## src/axis_angle_rotation_matrix_unit_assert.svh

```systemverilog
// Assertion macros shared by the rotation matrix unit.
`ifndef AXIS_ANGLE_ROTATION_MATRIX_UNIT_ASSERT_SVH
`define AXIS_ANGLE_ROTATION_MATRIX_UNIT_ASSERT_SVH
`ifndef NO_ASSERTIONS
// Checks that the consequent holds in the same cycle as the antecedent.
`define AARM_ASSERT_IMP(label, ante, cons, msg) \
	label: assert property (@(posedge clk) disable iff (!arst_n) (ante) |-> (cons)) \
		else $error(msg);
// Checks that the consequent holds in the cycle after the antecedent.
`define AARM_ASSERT_NEXT(label, ante, cons, msg) \
	label: assert property (@(posedge clk) disable iff (!arst_n) (ante) |=> (cons)) \
		else $error(msg);
`else
`define AARM_ASSERT_IMP(label, ante, cons, msg)
`define AARM_ASSERT_NEXT(label, ante, cons, msg)
`endif
`endif

```

## src/aarm_pkg.sv

```systemverilog
// Types, constants and arithmetic helpers of the rotation matrix unit.
package aarm_pkg;

	localparam int FRAC_BITS    = 14;
	localparam int CORDIC_STEPS = 16;

	localparam int WORK_FRAC   = 30;
	localparam int WW          = 34;
	localparam int ZW          = WW + 1;
	localparam int ANGLE_SHIFT = WORK_FRAC - 13;

	localparam int SQ_W      = 32;
	localparam int ROOT_W    = 31;
	localparam int SREM_W    = ROOT_W + 2;
	localparam int MAG_W     = 16;
	localparam int Q_W       = 31;
	localparam int DREM_W    = ROOT_W;
	localparam int DIV_SHIFT = WORK_FRAC + 15;
	localparam int DIV_DW    = MAG_W + DIV_SHIFT;
	localparam int CS_DELAY  = ROOT_W + Q_W - CORDIC_STEPS;
	localparam int OUT_SHIFT = WORK_FRAC - FRAC_BITS;

	localparam logic signed [WW-1:0] WORK_ONE = WW'(64'sd1 << WORK_FRAC);
	localparam logic signed [WW-1:0] GAIN_K   = WW'(64'sd652032874);
	localparam logic signed [ZW-1:0] PI_Z      = ZW'(64'sd3373259426);
	localparam logic signed [ZW-1:0] HALF_PI_Z = ZW'(64'sd1686629713);
	localparam logic signed [15:0]   ANGLE_LIMIT = 16'sd25736;

	localparam logic signed [WW:0] OUT_ROUND =
		(OUT_SHIFT > 0) ? (WW+1)'(64'sd1 << (OUT_SHIFT - 1)) : '0;
	localparam logic signed [WW:0] OUT_LIM = (WW+1)'(64'sd1 << FRAC_BITS);
	localparam logic [15:0] OUT_ONE = 16'(64'sd1 << FRAC_BITS);

	typedef enum logic [1:0] {
		KIND_X    = 2'd0,
		KIND_Y    = 2'd1,
		KIND_Z    = 2'd2,
		KIND_AXIS = 2'd3
	} kind_t;

	typedef struct packed {
		kind_t              kind;
		logic signed [15:0] angle;
		logic signed [15:0] axis_x;
		logic signed [15:0] axis_y;
		logic signed [15:0] axis_z;
	} in_item_t;

	typedef struct packed {
		logic signed [15:0] r00;
		logic signed [15:0] r01;
		logic signed [15:0] r02;
		logic signed [15:0] r10;
		logic signed [15:0] r11;
		logic signed [15:0] r12;
		logic signed [15:0] r20;
		logic signed [15:0] r21;
		logic signed [15:0] r22;
		logic               zero_axis;
	} out_item_t;

	// Side information that rides along the square root pipeline.
	typedef struct packed {
		kind_t            kind;
		logic             zero_axis;
		logic [2:0]       neg;
		logic [MAG_W-1:0] mag_x;
		logic [MAG_W-1:0] mag_y;
		logic [MAG_W-1:0] mag_z;
	} sqrt_aux_t;

	// Side information that rides along the divider pipeline.
	typedef struct packed {
		kind_t      kind;
		logic       zero_axis;
		logic [2:0] neg;
	} div_aux_t;

	// Truncated arctangent of 2^-i in Q2.30.
	function automatic logic signed [WW-1:0] atan_entry(input int i);
		logic [31:0] e;
		unique case (i)
			0:  e = 32'h3243F6A8;
			1:  e = 32'h1DAC6705;
			2:  e = 32'h0FADBAFC;
			3:  e = 32'h07F56EA6;
			4:  e = 32'h03FEAB76;
			5:  e = 32'h01FFD55B;
			6:  e = 32'h00FFFAAA;
			7:  e = 32'h007FFF55;
			8:  e = 32'h003FFFEA;
			9:  e = 32'h001FFFFD;
			10: e = 32'h000FFFFF;
			11: e = 32'h0007FFFF;
			12: e = 32'h0003FFFF;
			13: e = 32'h0001FFFF;
			14: e = 32'h0000FFFF;
			15: e = 32'h00007FFF;
			16: e = 32'h00003FFF;
			17: e = 32'h00001FFF;
			18: e = 32'h00000FFF;
			19: e = 32'h000007FF;
			20: e = 32'h000003FF;
			21: e = 32'h000001FF;
			22: e = 32'h000000FF;
			23: e = 32'h0000007F;
			24: e = 32'h0000003F;
			25: e = 32'h0000001F;
			26: e = 32'h0000000F;
			27: e = 32'h00000007;
			28: e = 32'h00000003;
			29: e = 32'h00000001;
			default: e = 32'h00000000;
		endcase
		return WW'(e);
	endfunction

	// Q4.30 product with a floor shift back to Q4.30.
	function automatic logic signed [WW-1:0] mulw(input logic signed [WW-1:0] a,
		input logic signed [WW-1:0] b);
		logic signed [2*WW-1:0] p;
		p = a * b;
		return WW'(p >>> WORK_FRAC);
	endfunction

	// Rounds half up to the output format, saturates, keeps 16 bits.
	function automatic logic [15:0] to_out(input logic signed [WW-1:0] v);
		logic signed [WW:0] w;
		w = {v[WW-1], v};
		w = (w + OUT_ROUND) >>> OUT_SHIFT;
		if (w > OUT_LIM)
			w = OUT_LIM;
		if (w < -OUT_LIM)
			w = -OUT_LIM;
		return w[15:0];
	endfunction

endpackage

```

## src/aarm_sqrt.sv

```systemverilog
// Pipelined integer square root of the scaled axis length, one root bit per stage.
module aarm_sqrt import aarm_pkg::*; (
	input  logic              clk,
	input  logic              arst_n,
	input  logic              en,
	input  logic              in_valid,
	input  logic [SQ_W-1:0]   sq,
	input  sqrt_aux_t         in_aux,
	output logic              out_valid,
	output logic [ROOT_W-1:0] root,
	output sqrt_aux_t         out_aux
);

	logic                valid_s [ROOT_W];
	logic [SQ_W-1:0]     rad_s   [ROOT_W];
	logic [SREM_W-1:0]   rem_s   [ROOT_W];
	logic [ROOT_W-1:0]   root_s  [ROOT_W];
	sqrt_aux_t           aux_s   [ROOT_W];

	for (genvar k = 0; k < ROOT_W; k++) begin : g_stage
		logic              valid_p;
		logic [SQ_W-1:0]   rad_p;
		logic [SREM_W-1:0] rem_p;
		logic [ROOT_W-1:0] root_p;
		sqrt_aux_t         aux_p;
		logic [SREM_W+1:0] cur, trial;
		logic              ge;

		if (k == 0) begin : g_first
			// The radicand is sq shifted up by 30, so the low pairs are zero.
			assign valid_p = in_valid;
			assign rad_p   = sq;
			assign rem_p   = '0;
			assign root_p  = '0;
			assign aux_p   = in_aux;
		end else begin : g_next
			assign valid_p = valid_s[k-1];
			assign rad_p   = rad_s[k-1];
			assign rem_p   = rem_s[k-1];
			assign root_p  = root_s[k-1];
			assign aux_p   = aux_s[k-1];
		end

		assign cur   = {rem_p, rad_p[SQ_W-1 -: 2]};
		assign trial = {2'b00, root_p, 2'b01};
		assign ge    = (cur >= trial);

		always_ff @(posedge clk or negedge arst_n) begin
			if (!arst_n) begin
				valid_s[k] <= 1'b0;
			end else if (en) begin
				valid_s[k] <= valid_p;
			end
		end

		always_ff @(posedge clk) begin
			if (en) begin
				rad_s[k]  <= {rad_p[SQ_W-3:0], 2'b00};
				rem_s[k]  <= ge ? SREM_W'(cur - trial) : SREM_W'(cur);
				root_s[k] <= {root_p[ROOT_W-2:0], ge};
				aux_s[k]  <= aux_p;
			end
		end
	end

	assign out_valid = valid_s[ROOT_W-1];
	assign root      = root_s[ROOT_W-1];
	assign out_aux   = aux_s[ROOT_W-1];

endmodule

```

## config.mk

```make
export PLATFORM = sky130hd
export DESIGN_NAME = aarm_sqrt
export DESIGN_NICKNAME = d
export VERILOG_FILES = /design/src/axis_angle_rotation_matrix_unit_assert.svh /design/src/aarm_pkg.sv /design/src/aarm_sqrt.sv
export SDC_FILE = /design/constraint.sdc
export NUM_CORES = 2
export LEC_CHECK = 0
export BUFFER_PORTS_ARGS = -buffer_cell sky130_fd_sc_hd__buf_2
export CORE_AREA = 8 8 490 492
export CTS_CLUSTER_SIZE = 16
export DETAILED_ROUTE_END_ITERATION = 8
export DIE_AREA = 0 0 498 500
export PLACE_DENSITY = 0.86
export SETUP_SLACK_MARGIN = 0.1
export SKIP_LAST_GASP = 1
export SLEW_MARGIN = 25
export SYNTH_ARGS = -nofsm -noshare
export SYNTH_HDL_FRONTEND = slang
export SYNTH_MEMORY_MAX_BITS = 65536
export SYNTH_SLANG_ARGS = --single-unit
```

## constraint.sdc

```tcl
create_clock -name clk -period 5.6 [get_ports clk]
set_input_delay 0.56 -clock clk [delete_from_list [all_inputs] [get_ports clk]]
set_output_delay 0.56 -clock clk [all_outputs]
set_load 0.02 [all_outputs]
```

Word level (Yosys, flattened, before mapping)
Memory sizes are Yosys's and may differ from the RTL's.
Index checks and enable logic that the tools add are counted.
- register bits: 31
- bits in writable memories: 4588
- input port bits: 90
- output and inout bits: 86
- logic and storage cells: 130
- memories: 4
- memories (memory ; depth ; bits a word ; rd ports ; clocked after Yosys merged registers in ; write ports ; line ; RTL):
    aux_s ; 31 ; 54 ; 31 ; 0 ; 31 ; aarm_sqrt.sv:18 ; sqrt_aux_t aux_s [ROOT_W];
    rem_s ; 31 ; 33 ; 30 ; 0 ; 31 ; aarm_sqrt.sv:16 ; logic [SREM_W-1:0] rem_s [ROOT_W];
    root_s ; 31 ; 31 ; 31 ; 0 ; 31 ; aarm_sqrt.sv:17 ; logic [ROOT_W-1:0] root_s [ROOT_W];
    rad_s ; 31 ; 30 ; 30 ; 0 ; 31 ; aarm_sqrt.sv:15 ; logic [SQ_W-1:0] rad_s [ROOT_W];
- add/sub/neg operators: 31
- magnitude comparators: 31
- multiplexer cells: 33
- operators with widths (kind ; count):
    35-bit by 33-bit >= comparator with 1-bit output ; 30
    33-bit two-way mux ; 31
    33-bit subtractor ; 30
    2-bit by 1-bit subtractor with 3-bit output, second input constant ; 1
    2-bit by 1-bit >= comparator with 1-bit output, second input constant ; 1
    1-bit two-way mux ; 2

Longest topological paths before layout
An unclocked memory read counts as a cell.
- depth in word-level cells: 3
- depth in mapped cells: 15
- depth with buffers taken out: 13

Worst setup path before layout
OpenSTA, ideal clock, no wires.
- path kind: flip-flop to flip-flop
- start: mem rem_s[15][0] (netlist name)
- end: mem rem_s[16][30] (netlist name) (data pin)
- library setup time: 258 ps
- data arrival time: 3255 ps
- required time: 5342 ps
- path slack: 2087 ps
- stages on the path, launching flop included: 13
- path buffers: 1
- clock period less this slack: 3513 ps
- cell sequence: edfxtp_1 -> ha_1 -> fa_1 -> a21o_1 -> a21o_1 -> a211oi_1 -> o311ai_1 -> o41ai_2 -> o211ai_1 -> or3_1 -> clkbuf_1 -> or3_1 -> xnor2_1
- RTL lines (item ; line):
    from (decl) ; aarm_sqrt.sv:16

==> metrics.log <==
[metrics] run status: complete, no violations
[metrics] share of post-route cells with drive strength above 1: 0.0909
[metrics] clock buffer depth: 4
[metrics] Clock Latency Late Sink: 0.97 ns
[metrics] power density of the placed cells: 408 nW/um2
[metrics] number of nets produced by synthesis: between 9k and 10k
[metrics] Critical Path RT: ~6.3 ns
[metrics] Least-Margin Pin Slew: 1.16 ns
[metrics] max-slew violations: 0
[metrics] number of global-route vias before repair: 75.2k
[metrics] total number of H-tree levels: 5
[metrics] cell count after synthesis: 9174
[metrics] # IOs: 176
[metrics] syn_area_per_cell: about 15 um2
[metrics] critical path, cell by cell: ha_1 > a211oi_1 > nor4_1 > nor4_1 > a21oi_1 > o21ai_1 > o41ai_2 > a221oi_4 > buf_4 > inv_1 > mux2_2
[metrics] core outline area: around 230000 um2
[metrics] Worst Path Arrival: 4.87 ns
[metrics] post-synth cell types: approximately 110
[metrics] worst setup path class: reg -> reg
[metrics] number of CTS-inserted buffers: 347
[metrics] # clock sinks: 3369
[metrics] unrepaired setup endpoints after global routing: false
[metrics] count of yosys warnings during synthesis: 0
[metrics] aggregate global routing overflow: 0
[metrics] launching point of the worst reg2reg path: rem_s[28][0]
[metrics] buffers added on ports: 175
[metrics] Static Leakage: 57.2 nW
[metrics] Placement Rows: 177
[metrics] wire length reported by the detailed router: 248000 um
[metrics] cell repeated most along the worst path: sky130_fd_sc_hd__nor4_1
[metrics] Final Hold Viols: 0
[metrics] cell at the root of the clock tree: sky130_fd_sc_hd__clkbuf_16
[metrics] final core utilization: 0.669
[metrics] cell count after placement: 12.3k
[metrics] detailed-placement wirelength estimate: 160000 um
[metrics] Post-CTS Repair Setup Buffers: 0
[metrics] detailed-route DRC error count: 0
[metrics] category of the worst setup path launch point: register
[metrics] Worst Setup End Kind: register
[metrics] overall global routing resource usage: 0.194
[metrics] Initial Utilization: 0.597
[metrics] Resized Gates After CTS: 0
[metrics] global-route wire length before repair: a little under 400000 um
[metrics] clock skew: 0.0832 ns
[metrics] dominant register cell in the synthesized netlist: sky130_fd_sc_hd__edfxtp_1
[metrics] number of search-and-repair iterations in the first detailed-routing pass: 6
[metrics] number of flops mapped to enable cells by yosys: 3338
[metrics] detailed-route via count: roughly 75k
[metrics] final-layout setup total negative slack: 0 ns
[metrics] die outline area: 249000 um2
[metrics] filler cell count: approximately 15k
[metrics] setup violators final: 0
[metrics] final clock period utilization by the worst path: 0.749
[metrics] Routed WL per cell: 19.1 um
[metrics] number of cells in the finished layout apart from fillers: approximately 13k
[metrics] number of vias per cell: roughly 5.7
[metrics] Seq cells post-synth: 3369
[metrics] RD Place Congestion: 0.917
[metrics] Max stage delay on crit path: 0.59 ns
[metrics] critical-path cell with the highest stage delay: sky130_fd_sc_hd__nor4_1
[metrics] post-synthesis cell area: 138000 um2
[metrics] relative area change from synthesis to final layout: 12.0%
[metrics] Hold/Removal Path Class: in -> async
[metrics] sequential fraction of the synthesis area: 0.729
[metrics] post-layout min period: approximately 4.2 ns
[metrics] Post-CTS Hold Fix Bufs: 89
[metrics] maximum ir drop on the vdd rail: 354 uV
[metrics] chip width: 498 um
[metrics] Highest Clock Rate: 0.238 GHz
[metrics] initial antenna violation count: 3
[metrics] CP startpoint: rem_s[28][0]
[metrics] Rel. slew slack: 0.228
[metrics] clock tree from TritonCTS: built
[metrics] starting DRC count in detailed routing: 6366
[metrics] worst-case setup margin in the final layout: 1.40 ns
[metrics] pin count of the biggest net entering global routing: roughly 190
[metrics] nets: just over 10k
[metrics] post-detailed-route count of antenna-violating nets: 0
[metrics] worst slack at placement: 1.43 ns
[metrics] CP Max Fanout: 54
[metrics] clock slew seen by the registers of the worst setup and hold paths: 0.06 ns
[metrics] share of synthesized registers carrying an async set or reset: 0.00920
[metrics] MaxCap Viol Count: 0
[metrics] height of the die: about 500 um
[worst max-delay path: cells and delay by family, from the launching register on]
| family | cells | cell delay [ns] |
|---|---|---|
| adder cells (fa/ha/maj) | 1 | 0.33 |
| flip-flops | 1 | 0.44 |
| AO/OA/AOI/OAI | 5 | 1.55 |
| buffers and inverters | 2 | 0.59 |
| multiplexers | 1 | 0.29 |
| AND/OR/NAND/NOR | 2 | 0.69 |
[path summary, 6_finish.rpt]
| kind | to | slack (ns) | cells past startpoint |
|---|---|---|---|
| setup / recovery | rem_s[29][14] | 1.40 | 11 |
| hold / removal | g_stage[2].valid_p | 0.18 | 2 |
| setup reg to reg | rem_s[29][14] | 1.40 | 11 |
| hold reg to reg | aux_s[25][20] | 0.37 | 0 |
| max in group asynchronous | g_stage[16].valid_p | 4.93 | 2 |
| min in group clk | aux_s[3][33] | 0.26 | 1 |
[power breakdown]
part	internal [mW]	switching [mW]	leakage [nW]
clock	12.7	9.24	5.22
combinational	3.66	5.14	19.6
sequential	31.0	1.54	32.5
total	47.4	15.9	57.2
[synthesized netlist by cell type, types with 40 or more instances]
cell / count / area share
sky130_fd_sc_hd__ha_1: 499 / 0.045
sky130_fd_sc_hd__o31ai_1: 65 / 0.0035
sky130_fd_sc_hd__nor3_1: 196 / 0.0071
sky130_fd_sc_hd__o21a_1: 90 / 0.0049
sky130_fd_sc_hd__nor2b_1: 70 / 0.0032
sky130_fd_sc_hd__or3_1: 89 / 0.0040
sky130_fd_sc_hd__xnor2_1: 343 / 0.022
sky130_fd_sc_hd__and3_1: 43 / 0.0019
sky130_fd_sc_hd__clkbuf_1: 98 / 0.0027
sky130_fd_sc_hd__inv_1: 627 / 0.017
sky130_fd_sc_hd__a211oi_1: 58 / 0.0031
sky130_fd_sc_hd__nand2b_1: 84 / 0.0038
sky130_fd_sc_hd__nand2_1: 650 / 0.018
sky130_fd_sc_hd__a21oi_1: 389 / 0.014
sky130_fd_sc_hd__nor2_1: 440 / 0.012
sky130_fd_sc_hd__xor2_1: 395 / 0.025
sky130_fd_sc_hd__nor4_1: 115 / 0.0052
sky130_fd_sc_hd__or2_2: 40 / 0.0018
sky130_fd_sc_hd__o21bai_1: 51 / 0.0028
sky130_fd_sc_hd__o21ai_0: 485 / 0.018
sky130_fd_sc_hd__mux2_2: 89 / 0.0072
sky130_fd_sc_hd__edfxtp_1: 3338 / 0.72
sky130_fd_sc_hd__a21o_1: 191 / 0.010
sky130_fd_sc_hd__or4_1: 59 / 0.0032
sky130_fd_sc_hd__nand3_1: 117 / 0.0042
sky130_fd_sc_hd__nand4_1: 55 / 0.0025
[through the flow]
step	hold slack, ns	power, mW	area, um2
6_report	0.185	63.3	155000
5_1_grt	0.113	65.9	155000
4_1_cts	0.106	63.8	155000
3_5_place_dp	0.405	41.6	143000
3_3_place_gp	0.400	41.1	143000
2_1_floorplan	0.264	38.6	138000
[placed cells by master, fill, tap and decap left out, types with 90 or more instances in the layout]
| cell | Yosys | layout |
|---|---|---|
| sky130_fd_sc_hd__xor2_1 | 395 | 395 |
| sky130_fd_sc_hd__buf_2 | 20 | 174 |
| sky130_fd_sc_hd__edfxtp_1 | 3338 | 3338 |
| sky130_fd_sc_hd__ha_1 | 499 | 499 |
| sky130_fd_sc_hd__nor2_1 | 440 | 438 |
| sky130_fd_sc_hd__clkbuf_16 | 0 | 354 |
| sky130_fd_sc_hd__nand2_1 | 650 | 650 |
| sky130_fd_sc_hd__nor4_1 | 115 | 115 |
| sky130_fd_sc_hd__o21a_1 | 90 | 90 |
| sky130_fd_sc_hd__o21ai_0 | 485 | 485 |
| sky130_fd_sc_hd__xnor2_1 | 343 | 343 |
| sky130_fd_sc_hd__nor3_1 | 196 | 195 |
| sky130_fd_sc_hd__nand3_1 | 117 | 117 |
| sky130_fd_sc_hd__a21oi_1 | 389 | 388 |
| sky130_fd_sc_hd__a21o_1 | 191 | 191 |
| sky130_fd_sc_hd__inv_1 | 627 | 627 |
[state kept, by name, indices dropped and copies added (netlist names)]
register,flops
root_s,496
out_valid,1
g_stage.valid_p,30
aux_s,1674
rad_s,240
rem_s,928
[per-layer routing]
metal	vias up	GRT usage	routed length, um
li1	35500	-	-
met1	36200	0.244	101000
met2	2329	0.343	125000
met3	576	0.0329	13000
met4	0	0.0700	8550
met5	-	0	0
[cells by family (layout without fill, tap and decap cells)]
| family | after synthesis | count (layout) | share of synthesized area |
|---|---|---|---|
| AOI/OAI and AO/OA | 1592 | 1592 | 0.0723 |
| muxes | 96 | 96 | 0.00774 |
| other | 1 | 2 | 0.0000271 |
| adders and majority gates | 513 | 513 | 0.0471 |
| buffers and inverters | 765 | 1555 | 0.0212 |
| xor gates and xnor gates | 738 | 738 | 0.0467 |
| and+or+nand+nor | 2100 | 2100 | 0.0755 |
| DFF | 3369 | 3369 | 0.729 |
[cell type report]
class,count,area (um2),area share
sequential,3369,101000,0.651
multi-input combinational,5040,34600,0.223
clock buffer,435,9220,0.0595
tap,3043,3810,0.0246
timing repair buffer,325,2510,0.0162
inverter,630,2360,0.0152
clock inverter,165,1540,0.00994
antenna,1,2.50,0.0000161
Power figures use the tool's default switching activity.
